<file path="config.mk">
export PLATFORM = sky130hd
export DESIGN_NAME = cursor_overlay_compositor
export DESIGN_NICKNAME = d
export VERILOG_FILES = /design/src/rtl/coc_pkg.sv /design/src/rtl/coc_planes.sv /design/src/rtl/cursor_overlay_compositor.sv
export SDC_FILE = /design/constraint.sdc
export NUM_CORES = 1
export LEC_CHECK = 0
export BUFFER_PORTS_ARGS = -buffer_cell sky130_fd_sc_hd__buf_2
export CORE_ASPECT_RATIO = 0.6
export CORE_MARGIN = 3
export CORE_UTILIZATION = 37
export DETAILED_ROUTE_END_ITERATION = 10
export PLACE_DENSITY = 0.49
export SYNTH_ARGS = -nofsm -noshare
export SYNTH_HDL_FRONTEND = slang
export SYNTH_SLANG_ARGS = --single-unit
</file>
<file path="constraint.sdc">
create_clock -name aclk -period 13.1 [get_ports aclk]
set_input_delay 1.31 -clock aclk [delete_from_list [all_inputs] [get_ports aclk]]
set_output_delay 1.31 -clock aclk [all_outputs]
set_load 0.01 [all_outputs]
</file>
<file path="src/rtl/coc_pkg.sv">
package coc_pkg;

    // Cursor plane geometry: 16 rows of 16 pixels, bit 15 leftmost.
    localparam int PLANE_ROWS = 16;
    localparam int PLANE_COLS = 16;
    localparam int ROW_BITS   = 4;

    // Configuration register indexes on the write port.
    typedef enum logic [2:0] {
        REG_SCREEN_WIDTH  = 3'd0,
        REG_SCREEN_HEIGHT = 3'd1,
        REG_CURSOR_X      = 3'd2,
        REG_CURSOR_Y      = 3'd3,
        REG_HOT_X         = 3'd4,
        REG_HOT_Y         = 3'd5,
        REG_PIXEL_BYTES   = 3'd6,
        REG_CURSOR_ENABLE = 3'd7
    } cfg_reg_t;

    // Default arrow image and mask loaded at reset.
    localparam logic [PLANE_COLS-1:0] ARROW_SHAPE [PLANE_ROWS] = '{
        16'h0000, 16'h7FFE, 16'h7FFC, 16'h7FF8, 16'h7FF0, 16'h7FE0, 16'h7FC0, 16'h7FE0,
        16'h7FF0, 16'h7FF8, 16'h7CFC, 16'h787E, 16'h703C, 16'h6018, 16'h4000, 16'h0000
    };
    localparam logic [PLANE_COLS-1:0] ARROW_OUTLINE [PLANE_ROWS] = '{
        16'hFFFF, 16'hFFFF, 16'hFFFE, 16'hFFFC, 16'hFFF8, 16'hFFF0, 16'hFFE0, 16'hFFF0,
        16'hFFF8, 16'hFFFC, 16'hFFFE, 16'hFCFF, 16'hF87E, 16'hF03C, 16'hE018, 16'hC000
    };

    // Row write into both planes.
    typedef struct packed {
        logic                  en;
        logic [ROW_BITS-1:0]   row;
        logic [PLANE_COLS-1:0] shape;
        logic [PLANE_COLS-1:0] outline;
    } plane_wr_t;

    // Plane lookup result for one cursor spot.
    typedef struct packed {
        logic shape;
        logic outline;
    } plane_bits_t;

endpackage

</file>
<file path="src/rtl/coc_planes.sv">
module coc_planes (
    input  logic                                  aclk,
    input  logic                                  aresetn,
    input  coc_pkg::plane_wr_t                    wr,
    input  logic [coc_pkg::ROW_BITS-1:0]          rd_row,
    input  logic [coc_pkg::ROW_BITS-1:0]          rd_col,
    output coc_pkg::plane_bits_t                  bits
);

    logic [coc_pkg::PLANE_COLS-1:0] shape_reg   [coc_pkg::PLANE_ROWS];
    logic [coc_pkg::PLANE_COLS-1:0] outline_reg [coc_pkg::PLANE_ROWS];
    logic [coc_pkg::ROW_BITS-1:0]   bit_sel;

    // Reload the arrow on reset, take one row per load transfer.
    always_ff @(posedge aclk) begin
        if (!aresetn) begin
            for (int i = 0; i < coc_pkg::PLANE_ROWS; i++) begin
                shape_reg[i]   <= coc_pkg::ARROW_SHAPE[i];
                outline_reg[i] <= coc_pkg::ARROW_OUTLINE[i];
            end
        end else if (wr.en) begin
            shape_reg[wr.row]   <= wr.shape;
            outline_reg[wr.row] <= wr.outline;
        end
    end

    // Column 0 is the most significant bit of a row.
    assign bit_sel      = ~rd_col;
    assign bits.shape   = shape_reg[rd_row][bit_sel];
    assign bits.outline = outline_reg[rd_row][bit_sel];

endmodule

</file>
<file path="src/rtl/cursor_overlay_compositor.sv">
// Cursor overlay compositor: 16x16 two-plane hardware cursor over a pixel stream.
// A pixel transfer accepted on s_axis passes the input register, the box compare register
// and the output register (a three-stage pipeline) before it shows on m_axis.
// Throughput: one item per cycle unless m_axis stalls; stalls back up stage by stage.
// Reset (aresetn low, synchronous): clears all valid bits, restores register defaults
// and reloads the default arrow into both cursor planes.
module cursor_overlay_compositor #(
    parameter int CURSOR_SIZE = 16,
    parameter int PIXEL_WIDTH = 32,
    parameter int COORD_BITS  = 12
) (
    input  logic                   aclk,
    input  logic                   aresetn,

    // Configuration write port
    input  logic                   cfg_we,
    input  logic [2:0]             cfg_addr,
    input  logic [12:0]            cfg_wdata,

    // Input stream
    input  logic                   s_axis_tvalid,
    output logic                   s_axis_tready,
    // tdata, low bit up: row_index, shape_bits, outline_bits, pix_x, pix_y, pix_value, zero fill
    input  logic [((coc_pkg::ROW_BITS + 2 * coc_pkg::PLANE_COLS + 2 * COORD_BITS
                    + PIXEL_WIDTH + 7) / 8) * 8 - 1:0] s_axis_tdata,
    // tuser: req_type (0 load cursor row, 1 composite pixel)
    input  logic                   s_axis_tuser,

    // Result stream
    output logic                   m_axis_tvalid,
    input  logic                   m_axis_tready,
    // tdata, low bit up: pix_out, zero fill
    output logic [((PIXEL_WIDTH + 7) / 8) * 8 - 1:0] m_axis_tdata,
    // tuser: cursor_hit
    output logic                   m_axis_tuser
);

    localparam int RB = coc_pkg::ROW_BITS;
    localparam int PC = coc_pkg::PLANE_COLS;
    localparam int M_TDATA_W = ((PIXEL_WIDTH + 7) / 8) * 8;

    // Field offsets inside s_axis_tdata.
    localparam int OFS_SHAPE   = RB;
    localparam int OFS_OUTLINE = OFS_SHAPE + PC;
    localparam int OFS_X       = OFS_OUTLINE + PC;
    localparam int OFS_Y       = OFS_X + COORD_BITS;
    localparam int OFS_PIX     = OFS_Y + COORD_BITS;

    // Signed width that holds a coordinate minus (pointer + hotspot).
    localparam int DW = ((COORD_BITS > 13) ? COORD_BITS : 13) + 3;
    // Spots beyond the 16x16 planes are transparent, so clip the box to them.
    localparam int BOX_LIM = (CURSOR_SIZE < PC) ? CURSOR_SIZE : PC;

    localparam logic [12:0] SCREEN_MAX  = 13'd4096;
    localparam logic [12:0] WIDTH_MIN   = 13'd4;
    localparam logic [12:0] HEIGHT_MIN  = 13'd1;

    // All-ones cursor color over the active bytes; 0 acts as 1, above 4 as 4.
    function automatic logic [31:0] fill_color(logic [2:0] pb);
        logic [31:0] c;
        unique case (pb)
            3'd0, 3'd1: c = 32'h0000_00FF;
            3'd2:       c = 32'h0000_FFFF;
            3'd3:       c = 32'h00FF_FFFF;
            default:    c = 32'hFFFF_FFFF;
        endcase
        return c;
    endfunction

    // ------------------------------------------------------------------
    // Configuration registers
    // ------------------------------------------------------------------
    logic [12:0]       screen_width_reg, screen_height_reg;
    logic [12:0]       cursor_x_reg, cursor_y_reg;
    logic signed [5:0] hot_x_reg, hot_y_reg;
    logic [2:0]        pixel_bytes_reg;
    logic              cursor_enable_reg;

    logic [12:0] width_wr, width_next, height_next, cursor_x_next, cursor_y_next;

    always_comb begin
        // Width: round down to a multiple of four, then clamp to 4..4096.
        width_wr = {cfg_wdata[12:2], 2'b00};
        priority if (width_wr < WIDTH_MIN) begin
            width_next = WIDTH_MIN;
        end else if (width_wr > SCREEN_MAX) begin
            width_next = SCREEN_MAX;
        end else begin
            width_next = width_wr;
        end

        priority if (cfg_wdata < HEIGHT_MIN) begin
            height_next = HEIGHT_MIN;
        end else if (cfg_wdata > SCREEN_MAX) begin
            height_next = SCREEN_MAX;
        end else begin
            height_next = cfg_wdata;
        end

        // Pointer saturates to the screen size in force at the time of the write.
        cursor_x_next = (cfg_wdata > screen_width_reg)  ? screen_width_reg  : cfg_wdata;
        cursor_y_next = (cfg_wdata > screen_height_reg) ? screen_height_reg : cfg_wdata;
    end

    always_ff @(posedge aclk) begin
        if (!aresetn) begin
            screen_width_reg  <= 13'd640;
            screen_height_reg <= 13'd480;
            cursor_x_reg      <= '0;
            cursor_y_reg      <= '0;
            hot_x_reg         <= '0;
            hot_y_reg         <= '0;
            pixel_bytes_reg   <= 3'd4;
            cursor_enable_reg <= 1'b0;
        end else if (cfg_we) begin
            unique case (coc_pkg::cfg_reg_t'(cfg_addr))
                coc_pkg::REG_SCREEN_WIDTH:  screen_width_reg  <= width_next;
                coc_pkg::REG_SCREEN_HEIGHT: screen_height_reg <= height_next;
                coc_pkg::REG_CURSOR_X:      cursor_x_reg      <= cursor_x_next;
                coc_pkg::REG_CURSOR_Y:      cursor_y_reg      <= cursor_y_next;
                coc_pkg::REG_HOT_X:         hot_x_reg         <= cfg_wdata[5:0];
                coc_pkg::REG_HOT_Y:         hot_y_reg         <= cfg_wdata[5:0];
                coc_pkg::REG_PIXEL_BYTES:   pixel_bytes_reg   <= cfg_wdata[2:0];
                coc_pkg::REG_CURSOR_ENABLE: cursor_enable_reg <= cfg_wdata[0];
            endcase
        end
    end

    // ------------------------------------------------------------------
    // Pipeline flow control. Each stage advances when the stage after it
    // is empty or moving, so a stall at m_axis backs up one stage at a time
    // and bubbles are squeezed out.
    // ------------------------------------------------------------------
    logic s1_valid_reg, s2_valid_reg, m_valid_reg;
    logic s1_ready, s2_ready, s3_ready;

    assign s3_ready      = !m_valid_reg || m_axis_tready;
    assign s2_ready      = !s2_valid_reg || s3_ready;
    assign s1_ready      = !s1_valid_reg || s2_ready;
    assign s_axis_tready = s1_ready;

    // ------------------------------------------------------------------
    // Stage 1: input register
    // ------------------------------------------------------------------
    logic                   s1_is_pix_reg;
    logic [RB-1:0]          s1_row_reg;
    logic [PC-1:0]          s1_shape_reg, s1_outline_reg;
    logic [COORD_BITS-1:0]  s1_x_reg, s1_y_reg;
    logic [PIXEL_WIDTH-1:0] s1_pix_reg;

    always_ff @(posedge aclk) begin
        if (s1_ready && s_axis_tvalid) begin
            s1_is_pix_reg  <= s_axis_tuser;
            s1_row_reg     <= s_axis_tdata[RB-1:0];
            s1_shape_reg   <= s_axis_tdata[OFS_SHAPE +: PC];
            s1_outline_reg <= s_axis_tdata[OFS_OUTLINE +: PC];
            s1_x_reg       <= s_axis_tdata[OFS_X +: COORD_BITS];
            s1_y_reg       <= s_axis_tdata[OFS_Y +: COORD_BITS];
            s1_pix_reg     <= s_axis_tdata[OFS_PIX +: PIXEL_WIDTH];
        end
    end

    // ------------------------------------------------------------------
    // Stage 2: cursor box position and screen clip
    // ------------------------------------------------------------------
    logic signed [DW-1:0] col_s, row_s;
    logic                 col_in, row_in, on_screen, cand_next;
    logic [RB-1:0]        s2_row_next;

    always_comb begin
        col_s = $signed(DW'(s1_x_reg)) - $signed(DW'(cursor_x_reg)) - DW'(hot_x_reg);
        row_s = $signed(DW'(s1_y_reg)) - $signed(DW'(cursor_y_reg)) - DW'(hot_y_reg);

        col_in = !col_s[DW-1] && (col_s[DW-2:0] < (DW-1)'(BOX_LIM));
        row_in = !row_s[DW-1] && (row_s[DW-2:0] < (DW-1)'(BOX_LIM));

        on_screen = (DW'(s1_x_reg) < DW'(screen_width_reg)) &&
                    (DW'(s1_y_reg) < DW'(screen_height_reg));

        cand_next = cursor_enable_reg && on_screen && col_in && row_in;

        // A load carries its target row; a pixel carries its box row.
        s2_row_next = s1_is_pix_reg ? row_s[RB-1:0] : s1_row_reg;
    end

    logic                   s2_is_pix_reg, s2_cand_reg;
    logic [RB-1:0]          s2_row_reg, s2_col_reg;
    logic [PC-1:0]          s2_shape_reg, s2_outline_reg;
    logic [PIXEL_WIDTH-1:0] s2_pix_reg;

    always_ff @(posedge aclk) begin
        if (s2_ready && s1_valid_reg) begin
            s2_is_pix_reg  <= s1_is_pix_reg;
            s2_cand_reg    <= cand_next;
            s2_row_reg     <= s2_row_next;
            s2_col_reg     <= col_s[RB-1:0];
            s2_shape_reg   <= s1_shape_reg;
            s2_outline_reg <= s1_outline_reg;
            s2_pix_reg     <= s1_pix_reg;
        end
    end

    // ------------------------------------------------------------------
    // Stage 3: plane lookup and color select. Loads write the planes as they
    // leave stage 2, and pixels read them at the same point, so every pixel
    // sees exactly the loads that came before it.
    // ------------------------------------------------------------------
    coc_pkg::plane_wr_t   plane_wr;
    coc_pkg::plane_bits_t plane_bits;

    assign plane_wr.en      = s2_valid_reg && !s2_is_pix_reg && s3_ready;
    assign plane_wr.row     = s2_row_reg;
    assign plane_wr.shape   = s2_shape_reg;
    assign plane_wr.outline = s2_outline_reg;

    coc_planes u_planes (
        .aclk    (aclk),
        .aresetn (aresetn),
        .wr      (plane_wr),
        .rd_row  (s2_row_reg),
        .rd_col  (s2_col_reg),
        .bits    (plane_bits)
    );

    logic                   hit_next;
    logic [PIXEL_WIDTH-1:0] pix_next;
    logic [PIXEL_WIDTH-1:0] m_pix_reg;
    logic                   m_hit_reg;

    always_comb begin
        hit_next = s2_cand_reg && (plane_bits.shape || plane_bits.outline);
        // Shape bit draws black, outline alone draws all-ones over the active bytes.
        priority if (!hit_next) begin
            pix_next = s2_pix_reg;
        end else if (plane_bits.shape) begin
            pix_next = '0;
        end else begin
            pix_next = PIXEL_WIDTH'(fill_color(pixel_bytes_reg));
        end
    end

    always_ff @(posedge aclk) begin
        if (s3_ready && s2_valid_reg && s2_is_pix_reg) begin
            m_pix_reg <= pix_next;
            m_hit_reg <= hit_next;
        end
    end

    // Valid bits; loads drop out after stage 2 and never reach m_axis.
    always_ff @(posedge aclk) begin
        if (!aresetn) begin
            s1_valid_reg <= 1'b0;
            s2_valid_reg <= 1'b0;
            m_valid_reg  <= 1'b0;
        end else begin
            if (s1_ready) begin
                s1_valid_reg <= s_axis_tvalid;
            end
            if (s2_ready) begin
                s2_valid_reg <= s1_valid_reg;
            end
            if (s3_ready) begin
                m_valid_reg <= s2_valid_reg && s2_is_pix_reg;
            end
        end
    end

    assign m_axis_tvalid = m_valid_reg;
    assign m_axis_tdata  = M_TDATA_W'(m_pix_reg);
    assign m_axis_tuser  = m_hit_reg;

    // ------------------------------------------------------------------
    // Assertions
    // ------------------------------------------------------------------
    // A load leaving stage 2 leaves no result behind.
    assert property (@(posedge aclk) disable iff (!aresetn)
        (s2_valid_reg && !s2_is_pix_reg && s3_ready) |=> !m_valid_reg)
        else $error("load transfer produced a result");

    // A pixel leaving stage 2 always lands in the output register.
    assert property (@(posedge aclk) disable iff (!aresetn)
        (s2_valid_reg && s2_is_pix_reg && s3_ready) |=> m_valid_reg)
        else $error("pixel transfer lost between stage 2 and output");

    // Input backpressure only when every stage is full.
    assert property (@(posedge aclk) disable iff (!aresetn)
        !s_axis_tready |-> (s1_valid_reg && s2_valid_reg && m_valid_reg))
        else $error("input stalled with a free pipeline stage");

endmodule

</file>
# [Yosys cells after proc, flatten, opt, wreduce, memory -nomap -nowiden]
# Memories as Yosys holds them, arrays and structs flattened. A register that Yosys moved wholly into a read port is not among the register bits.
# Cells that the tools add are included.
[word_totals] input_bits=118 register_bits=271 out_inout_bits=35 wordCells=118 mem_bits_rw=512 mem_count=2
[mem_list] name="u_planes.outline_reg" depth=16 width=16 rd=1 rd_clocked_by_memory_dff=1 wr=16 line_no="coc_planes.sv:11" rtl="logic [coc_pkg::PLANE_COLS-1:0] outline_reg [coc_pkg::PLANE_ROWS];"
[mem_list] name="u_planes.shape_reg" depth=16 width=16 rd=1 rd_clocked_by_memory_dff=1 wr=16 line_no="coc_planes.sv:10" rtl="logic [coc_pkg::PLANE_COLS-1:0] shape_reg [coc_pkg::PLANE_ROWS];"
[classes] n_reduce_logical=37 add_sub_neg=4 magnitude_cmp=11 n_bitwise=1 eq_ne=10 mux=26
[ops] operator="32-bit case mux with 3 select lines" count=1
[ops] operator="13-bit 2-to-1 mux" count=6
[ops] operator="32-bit 2-to-1 mux" count=2
[ops] operator="16-bit 2-to-1 mux" count=2
[ops] operator="16-bit OR reduction" count=2
[ops] operator="15-bit by 5-bit < comparator with 1-bit output (second input constant)" count=2
[ops] operator="14-bit by 6-bit subtractor with 15-bit output" count=2
[ops] operator="12-bit by 13-bit subtractor with 14-bit output" count=2
[ops] operator="13-bit > comparator" count=2
[ops] operator="13-bit > comparator (second input constant)" count=2
[ops] operator="12-bit by 13-bit < comparator with 1-bit output" count=2
[ops] operator="4-bit 2-to-1 mux" count=5
[ops] operator="2-bit AND reduction" count=8
[ops] operator="1-bit logical AND" count=14
[ops] operator="13-bit by 1-bit < comparator with 1-bit output (second input constant)" count=1
[ops] operator="13-bit by 3-bit < comparator with 1-bit output (second input constant)" count=1
[ops] operator="3-bit by 2-bit == test with 1-bit output (second input constant)" count=4
[ops] operator="3-bit == test (second input constant)" count=4
[ops] operator="1-bit binary-select mux with 4-bit select" count=2
[ops] operator="1-bit 2-to-1 mux" count=8
[ops] operator="3-bit by 1-bit == test with 1-bit output (second input constant)" count=2
[ops] operator="1-bit logical NOT" count=6
[ops] operator="3-bit logical NOT" count=2
[ops] operator="4-bit by 5-bit < comparator with 1-bit output (second input constant)" count=1
[ops] operator="3 further kinds" count=6

# [Longest topological paths before layout]
# Gate-level depths: netlist of run 1.
[depth] word_depth=8 mapped_depth=24 depth_no_buf=24

# [Cells and area by module]
# A second synthesis of run 1 with hierarchy kept.
[hier_totals] hier_cells=2709 area_unflattened_um2=36354.9
[by_module_without_submodules] mod="coc_planes" cells_each=1646 area_per_inst_um2=23632.7 seq_area_each_um2=15374.7 n_inst=1
[by_module_without_submodules] mod="cursor_overlay_compositor" cells_each=1063 area_per_inst_um2=12722.2 seq_area_each_um2=7387.1 n_inst=1

# [Worst setup path before layout of run 1]
# OpenSTA, ideal clock, no wires.
[synth_path] kind="in2reg" from="input port m_axis_tready" to="register s1_is_pix_reg (enable)" path_slack_ps=6435 cell_stages=2 required_ps=12500 path_buffers=0 setup_ps=600 arrival_time_ps=6065 cell_sequence="nor2b_1 > a31oi_1"
[synth_between] elab_chain_len=4
[synth_lines] element="start: declaration" line_no="cursor_overlay_compositor.sv:31" rtl="input logic m_axis_tready,"
[synth_lines] element="1-bit logical OR" line_no="cursor_overlay_compositor.sv:137" rtl="assign s3_ready = !m_valid_reg || m_axis_tready;"
[synth_lines] element="1-bit logical OR" line_no="cursor_overlay_compositor.sv:138" rtl="assign s2_ready = !s2_valid_reg || s3_ready;"
[synth_lines] element="1-bit logical OR" line_no="cursor_overlay_compositor.sv:139" rtl="assign s1_ready = !s1_valid_reg || s2_ready;"
[synth_lines] element="1-bit logical AND" line_no="cursor_overlay_compositor.sv:152" rtl="if (s1_ready && s_axis_tvalid) begin"
[synth_lines] element="end signal: assignment" line_no="cursor_overlay_compositor.sv:153" rtl="s1_is_pix_reg <= s_axis_tuser;"
[synth_lines] element="end: declaration" line_no="cursor_overlay_compositor.sv:145" rtl="logic s1_is_pix_reg;"
# No other way between the ends.
# A chain may end at the register's enable or synchronous reset.

# [Worst setup path in the final report of run 1]
[layout_path] from="register s1_y_reg[0]" to="register s2_cand_reg (data pin)"
[layout_between] elab_chain_len=5 word_cells_on_any_way=10 classes_between="2 x add/sub; 2 x order compare; 6 x reduce/logical"
[layout_lines] element="start: declaration" line_no="cursor_overlay_compositor.sv:148" rtl="logic [COORD_BITS-1:0] s1_x_reg, s1_y_reg;"
[layout_lines] element="start signal: assignment" line_no="cursor_overlay_compositor.sv:158" rtl="s1_y_reg <= s_axis_tdata[OFS_Y +: COORD_BITS];"
[layout_lines] element="12-bit by 13-bit subtractor with 14-bit output / 12-bit by 13-bit < comparator with 1-bit output (equally long branches)" line_no="cursor_overlay_compositor.sv:172, cursor_overlay_compositor.sv:178"
[layout_lines] element="14-bit by 6-bit subtractor with 15-bit output / 1-bit logical AND (equally long branches)" line_no="cursor_overlay_compositor.sv:172, cursor_overlay_compositor.sv:177"
[layout_lines] element="15-bit by 5-bit < comparator with 1-bit output, or another cell as far along" line_no="cursor_overlay_compositor.sv:175" rtl="row_in = !row_s[DW-1] && (row_s[DW-2:0] < (DW-1)'(BOX_LIM));"
[layout_lines] element="1-bit logical AND (on tied branches)" line_no="cursor_overlay_compositor.sv:175, cursor_overlay_compositor.sv:180"
[layout_lines] element="1-bit logical AND *" line_no="cursor_overlay_compositor.sv:180" rtl="cand_next = cursor_enable_reg && on_screen && col_in && row_in;"
[layout_lines] element="named net cand_next" line_no="cursor_overlay_compositor.sv:167" rtl="logic col_in, row_in, on_screen, cand_next;"
[layout_lines] element="end signal: assignment" line_no="cursor_overlay_compositor.sv:194" rtl="s2_cand_reg <= cand_next;"
[layout_lines] element="end: declaration" line_no="cursor_overlay_compositor.sv:186" rtl="logic s2_is_pix_reg, s2_cand_reg;"
# The timed path passes the listed nets; every way through them passes the cells marked *.

==> results.py, run 1 <==
metrics = {
    "cts": {
        "root_buffer": "clkbuf_16",
        "tritoncts": "done",
        "ctsHoldBuffers": 0,
        "cts_resized": 0,
        "clkSinkCount": 785,
        "clk-insertion-delay-late_ns": 0.66,
        "path_clk_slew_ns": 0.06,
        "htreeDepth": 3,
        "numCtsBuffers": 78,
        "post_cts_buffers": 0,
        "clockBufferDepth": 3,
    },
    "floorplanning": {
        "io_pins": 153,
        "die-area_mm2": 0.1026,
        "die_h_um": 249.4,
        "die_x_um": 411.6,
        "core_region_area_mm2": 0.09700,
        "initial_core_util": 0.3765,
        "rows": 88,
    },
    "min_path": {
        "whs_path_depth": 0,
        "hold_class": "reg -> reg",
        "worstHoldStart": "s1_pix_reg[18]$_DFFE_PP_",
        "min_to": "s2_pix_reg[18]$_DFFE_PP_",
    },
    "pwr": {
        "cellPowerDensity_mw_per_mm2": 143.0,
        "intPower_mw": 4.445,
        "irDropWorstVdd_v": 0.00009558,
        "p_sw_mw": 1.461,
        "pwr-share-seq": 0.483,
        "power_switching_share": 0.2473,
        "clockPowerShare": 0.407,
        "p_comb_frac": 0.110,
        "p_leak_nw": 13.41,
    },
    "cells_and_area": {
        "finalNonFillerCells": 4099,
        "area_growth_pct": 13.04,
        "seq_area_mm2": 0.02285,
        "drive_above_1_share": 0.1933,
        "final_nets": 2943,
        "multiInputGateArea_mm2": 0.01254,
        "n_fill_cell": 8768,
    },
    "grt": {
        "grt_pass1_vias": 22510,
        "overflow": 0,
        "grt_antenna_before_repair": 9,
        "grt_max_degree": 92,
        "grt_use_total": 0.2151,
        "grt_pass1_wl_um": 159900,
    },
    "timing": {
        "hold_viol_final": 0,
        "fin_tns_setup_ns": 0,
        "finalSetupViolations": 0,
        "fin_skew_ns": 0.02487,
        "max_freq_ghz": 0.1733,
        "worst_pin_slew_ns": 1.172,
        "timing.final.crit_share": 0.4404,
        "slew_headroom": 0.2156,
        "slew_violations": 0,
        "worst_slack_ns": 7.331,
        "rsz0062_at_grt": "false",
        "period_needed_ns": 5.769,
    },
    "worst_setup_path": {
        "cp.arrival_ns": 6.29,
        "end_kind": "register",
        "cp.required_ns": 13.62,
        "rrSetupSlack_ns": 7.33,
        "timing.rr.end": "s2_cand_reg$_DFFE_PP_",
        "cpMostUsedCell": "o21ai_0",
        "cp_cell_sequence": "inv_1 -> ha_1 -> fa_1 -> nor2b_1 -> o21ai_0 -> a21boi_0 -> o21ai_0 -> a21boi_0 -> o21ai_0 -> a21boi_0 -> o21ai_0 -> a21oi_1 -> xnor2_1 -> ha_1 -> nand2b_1 -> o22ai_1 -> a2111oi_0 -> o2111ai_1 -> or3_1 -> or4_1 -> nor3_1 -> o211ai_1 -> nor4_1 -> o2111a_1",
        "cp_max_fo": 3,
        "rr_worst_depth": 24,
        "cp-start-kind": "register",
        "worst_path_max_delay_cell": "or4_1",
        "worstSetupPathType": "reg -> reg",
        "cpPeakStageDelay_ns": 0.47,
        "worstReg2RegStart": "s1_y_reg[0]$_DFFE_PP_",
    },
    "route": {
        "routed_wl_um": 110300,
        "dr.pass1.iters": 6,
        "route.detailed.drc": 0,
        "ant_nets": 0,
        "initialDrtViolationCount": 2399,
        "num_vias": 22600,
        "wl_per_cell_um": 26.91,
        "post_drt_via_cell_ratio": 5.514,
    },
    "synthesis": {
        "yosys_warnings": 0,
        "synth_edf_count": 712,
        "ys_seq_elements": 785,
        "netlist-cell-type-count": 78,
        "syn-cell-area_mm2": 0.03652,
        "postSynthAreaPerCell_um2": 13.96,
        "synth_fp_nets": 2834,
        "synth-seq-area-share": 0.6254,
        "synth_async_sr_flop_share": 0,
        "synth_top_flop_cell": "edfxtp_1",
        "synth_cells": 2616,
    },
    "placed_design": {
        "place_congestion": 0.8137,
        "dp.cells": 3950,
        "io_buffers": 148,
        "dp_slack_ns": 7.406,
        "hpwl_um": 67800,
    },
    "flow_run": {
        "drv_cap": 0,
    },
    "outcome": {
        "status": "complete, no violations",
    },
}
## kinds of logic (layout without fill, tap and decap cells)
| logic type | Yosys count | in the layout | synth area share |
|---|---|---|---|
| buf+inv | 277 | 449 | 0.03679 |
| simple gates | 871 | 871 | 0.1374 |
| mux | 201 | 201 | 0.09538 |
| flops | 785 | 785 | 0.6254 |
| compound gates | 361 | 361 | 0.06485 |
| xor+xnor | 21 | 21 | 0.005036 |
| fa+ha+maj | 100 | 100 | 0.03508 |
| other cells | 0 | 6 | 0 |
## power groups by stage
stage | sequential, mW | combinational, mW | clock [mW]
after floorplan | 2.88 | 0.442 | 0
after global placement | 2.90 | 0.637 | 0
after detailed placement | 2.91 | 0.643 | 0
after CTS | 2.85 | 0.646 | 2.46
after global routing | 2.86 | 0.704 | 2.56
final | 2.85 | 0.649 | 2.40
## metrics by stage
stage | utilization | power [mW] | instance area [um2] | hold WS (ns)
6_report | 0.4256 | 5.906 | 41290 | 0.4169
5_1_grt | 0.4255 | 6.120 | 41270 | 0.4231
4_1_cts | 0.4255 | 5.955 | 41270 | 0.4182
3_5_place_dp | 0.3977 | 3.550 | 38580 | 0.4045
3_3_place_gp | 0.3977 | 3.542 | 38580 | 0.4022
2_1_floorplan | - | 3.317 | 36520 | 0.4003
## Yosys cell counts, types with 12 or more instances
cell | count | share of area
nand3_1 | 24 | 0.0033
ha_1 | 96 | 0.033
or3_1 | 173 | 0.030
and3_1 | 25 | 0.0043
a221oi_1 | 13 | 0.0031
nand2_1 | 83 | 0.0085
xnor2_1 | 18 | 0.0043
or2_2 | 77 | 0.013
nor3_1 | 30 | 0.0041
dfxtp_1 | 73 | 0.040
buf_6 | 17 | 0.0052
mux2_2 | 19 | 0.0059
inv_1 | 99 | 0.010
nor3b_1 | 12 | 0.0025
mux2i_1 | 75 | 0.021
mux4_2 | 78 | 0.048
o21ai_0 | 78 | 0.011
nor2_1 | 78 | 0.0080
nor2b_1 | 60 | 0.010
buf_2 | 14 | 0.0019
clkbuf_1 | 126 | 0.013
edfxtp_1 | 712 | 0.59
nand2b_1 | 104 | 0.018
a21oi_1 | 87 | 0.012
and2_1 | 175 | 0.030
o21a_1 | 48 | 0.0099
a22oi_1 | 19 | 0.0039
a21boi_0 | 15 | 0.0031
mux4_1 | 29 | 0.021
## layout by cell type, fill, tap and decap left out, drive strengths merged, types with 18 or more instances in the layout
master	count
buf	205
mux4	107
mux2	19
a21oi	87
inv	102
clkbuf	100
and3	25
and2	175
o21ai	80
ha	96
xnor2	18
o21a	50
a22oi	19
nor2b	60
nand2	83
nor3	31
nor2	78
or3	173
nand2b	104
edfxtp	712
dfxtp	73
or2	78
mux2i	75
nand3	24
clkinv	28
## final cells by class
cell class,count,area share
Antenna cell,6,0.0003637
Clock buffer,100,0.05258
Clock inverter,43,0.01270
Inverter,101,0.009243
Multi-Input combinational cell,1554,0.3037
Sequential cell,785,0.5535
Tap cell,1305,0.03955
Timing Repair Buffer,205,0.02837
## layer usage
layer / vias to the layer above / GRT usage / routed length, um
met2: 799 / 0.2947 / 45430
met1: 11620 / 0.3429 / 54180
met3: 122 / 0.05042 / 8956
li1: 10060 / - / -
met5: - / 0 / 17
met4: 2 / 0.04105 / 1730
## critical path, delay by kind of cell (launching register included)
kind,cells,cell delay (ns)
AOI/OAI and AO/OA,13,2.62
xor gates and xnor gates,1,0.14
adders and majority gates,3,0.82
buffers and inverters,1,0.05
DFF,1,0.36
and+or+nand+nor,6,1.63
## worst max-delay path by stage
stage / slack [ns] / startpoint / endpoint
2_1_floorplan: 6.44 / m_axis_tready / s1_is_pix_reg$_DFFE_PP_
3_3_place_gp: 7.49 / s1_y_reg[0]$_DFFE_PP_ / s2_cand_reg$_DFFE_PP_
3_5_place_dp: 7.41 / s1_y_reg[0]$_DFFE_PP_ / s2_cand_reg$_DFFE_PP_
4_1_cts: 7.33 / s1_y_reg[0]$_DFFE_PP_ / s2_cand_reg$_DFFE_PP_
5_1_grt: 6.71 / s1_y_reg[0]$_DFFE_PP_ / s2_cand_reg$_DFFE_PP_
6_report: 7.33 / s1_y_reg[0]$_DFFE_PP_ / s2_cand_reg$_DFFE_PP_
Note: power is estimated with default switching activity, not from simulation.
==> run 2: changes to the inputs <==
--- a/config.mk
+++ b/config.mk
@@ -10,7 +10,7 @@
 export CORE_MARGIN = 3
 export CORE_UTILIZATION = 37
 export DETAILED_ROUTE_END_ITERATION = 10
-export PLACE_DENSITY = 0.49
+export PLACE_DENSITY = 0.51
 export SYNTH_ARGS = -nofsm -noshare
 export SYNTH_HDL_FRONTEND = slang
 export SYNTH_SLANG_ARGS = --single-unit
==> constraint.sdc (replaced) <==
create_clock -name aclk -period 4.99 [get_ports aclk]
set_input_delay 0.499 -clock aclk [delete_from_list [all_inputs] [get_ports aclk]]
set_output_delay 0.499 -clock aclk [all_outputs]
set_load 0.01 [all_outputs]
==> run 2 against run 1 <==
  * Final area increased by 3.6%
  * Register-to-register slack got worse by 7.3 ns
  * Setup slack lost 7.3 ns
  * Core utilization rose by 1.5 points
  * Total power rose to 2.6 times the previous value
  * First-iteration DRC count is 1.6% lower
  * Clock skew down 0.0075 ns
  * Sequential share of layout area is 1.9 points lower
  * Flip-flop and latch count unchanged
  * Cell count grew 3.7%
  * Combinational power grew to 3.0 times the previous value
  * Via count is 3.7% higher
  * Critical endpoint unchanged
==> results.py, run 2 (same netlist as run 1, synthesis figures left out) <==
metrics = {
    "min_path": {
        "whs_path_depth": 1,
        "hold_class": "in -> reg",
        "worstHoldStart": "s_axis_tdata[48]",
        "min_to": "s1_y_reg[0]$_DFFE_PP_",
    },
    "route": {
        "ant_nets": 0,
        "route.detailed.drc": 0,
        "met2_length_um": 46380,
        "post_drt_via_cell_ratio": 5.513,
        "wl_per_cell_um": 26.54,
        "highest_layer": "met4",
        "wl_met3_um": 9980,
        "routed_wl_um": 112800,
        "dr.pass1.iters": 6,
        "m1WireLength_um": 54670,
        "initialDrtViolationCount": 2360,
        "num_vias": 23430,
    },
    "worst_setup_path": {
        "rrSetupSlack_ns": 0.01,
        "worstSetupPathType": "reg -> reg",
        "cp.required_ns": 5.51,
        "timing.rr.end": "s2_cand_reg$_DFFE_PP_",
        "cpMostUsedCell": "buf_4",
        "cpPeakStageDelay_ns": 0.52,
        "rr_worst_depth": 30,
        "cp-start-kind": "register",
        "end_kind": "register",
        "crit_start": "s1_x_reg[0]$_DFFE_PP_",
        "worstReg2RegStart": "s1_x_reg[0]$_DFFE_PP_",
        "worst_path_max_delay_cell": "or4_4",
        "cp.arrival_ns": 5.50,
        "cp_max_fo": 4,
    },
    "cells_and_area": {
        "seq_area_mm2": 0.02286,
        "final_common_cell": "edfxtp_1",
        "n_fill_cell": 8783,
        "final_nets": 3101,
        "area_growth_pct": 17.12,
        "multiInputGateArea_mm2": 0.01278,
        "drive_above_1_share": 0.2225,
        "layout_common_cells": "edfxtp_1 (712), and2_1 (175), or3_1 (172)",
    },
    "timing": {
        "worst_slack_ns": 0.009522,
        "finalSetupViolations": 0,
        "hold_viol_final": 0,
        "rsz0062_at_grt": "true",
        "slew_headroom": 0.2209,
        "timing.final.crit_share": 0.9981,
        "period_needed_ns": 4.980,
        "fin_tns_setup_ns": 0,
        "slew_violations": 0,
        "fin_skew_ns": 0.01735,
        "worst_pin_slew_ns": 1.169,
        "max_freq_ghz": 0.2008,
    },
    "floorplanning": {
        "die-area_mm2": 0.1026,
        "die_h_um": 249.4,
        "initial_core_util": 0.3765,
        "rows": 88,
        "die_x_um": 411.6,
        "io_pins": 153,
        "core_region_area_mm2": 0.09700,
    },
    "cts": {
        "root_buffer": "clkbuf_16",
        "clockBufferDepth": 3,
        "tritoncts": "done",
        "clk-insertion-delay-late_ns": 0.66,
        "clkSinkCount": 785,
        "htreeDepth": 3,
        "numCtsBuffers": 76,
        "path_clk_slew_ns": 0.06,
    },
    "placed_design": {
        "hpwl_um": 70180,
        "place_congestion": 0.8287,
        "io_buffers": 148,
        "dp_slack_ns": -0.6701,
    },
    "flow_run": {
        "drv_cap": 0,
    },
    "grt": {
        "overflow": 0,
        "grt_pass1_wl_um": 163400,
        "grt_max_degree": 94,
        "grt_use_total": 0.2177,
        "grt_pass1_vias": 23340,
        "grt_antenna_before_repair": 5,
    },
    "pwr": {
        "irDropWorstVdd_v": 0.0002188,
        "p_leak_nw": 14.08,
        "cellPowerDensity_mw_per_mm2": 357.8,
    },
    "outcome": {
        "status": "complete, no violations",
    },
}
run 2: cell count changes in the layout (fill, tap and decap cells not counted), sizes merged:
cell and delta:
clkinvlp +2, diode -5, bufinv -6, buf +76, dlygate4sd3 +84
run 2: routing by layer:
metal | up-vias | track usage
met5 | - | 0
met4 | 0 | 0.03539
met3 | 128 | 0.04846
met2 | 939 | 0.3074
met1 | 12010 | 0.3433
li1 | 10360 | -
run 2: worst max-delay path: cells and delay by family (launching register included):
kind	cells	cell delay (ns)
and+or+nand+nor	8	1.40
buffers and inverters	11	1.34
AOI/OAI and AO/OA	8	1.18
adders and majority gates	3	0.58
DFF	1	0.38
run 2: worst max path at each step:
stage | endpoint | slack [ns] | cells past startpoint
2_1_floorplan | s2_cand_reg$_DFFE_PP_ | 0.24 | 24
3_3_place_gp | s2_cand_reg$_DFFE_PP_ | -0.43 | 24
3_5_place_dp | s2_cand_reg$_DFFE_PP_ | -0.67 | 24
4_1_cts | s2_cand_reg$_DFFE_PP_ | -0.05 | 21
5_1_grt | s2_cand_reg$_DFFE_PP_ | -0.28 | 24
6_report | s2_cand_reg$_DFFE_PP_ | 0.01 | 30
run 2: through the flow:
stage | total power [mW] | utilization | cell area, um2 | cells | hold slack, ns
global route | 15.84 | 0.4410 | 42770 | 4249 | 0.003944
detailed placement | 9.415 | 0.4027 | 39060 | 4002 | 0.4045
finish | 15.30 | 0.4410 | 42780 | 4250 | 0.04405
CTS | 15.35 | 0.4383 | 42520 | 4240 | 0.0002878
global placement | 9.388 | 0.4027 | 39060 | 4002 | 0.4013
floorplan | 8.705 | - | 36530 | 2616 | 0.4003
run 2: final cells by class:
cell class	instances	area share
sequential	785	0.5343
multi-input combinational	1554	0.2988
timing repair buffer	365	0.06271
clock buffer	100	0.04829
tap	1305	0.03817
inverter	101	0.008921
clock inverter	39	0.008746
antenna	1	0.00005850
run 2: power breakdown:
| group | switching [mW] | internal, mW | total, mW |
|---|---|---|---|
| clock | 2.61 | 3.24 | 5.85 |
| sequential | 0.147 | 7.35 | 7.49 |
| combinational | 1.17 | 0.790 | 1.96 |
| total | 3.92 | 11.4 | 15.3 |
run 2: timing repair:
item | 4_1_cts | 5_1_grt
buffers inserted | 18 | 6
endpoints found under the setup margin | 1 | 1
resized for setup | 35 | 44
hold buffers | 81 | 3
hold endpoints to repair | 81 | 3
pin swaps | 19 | 30
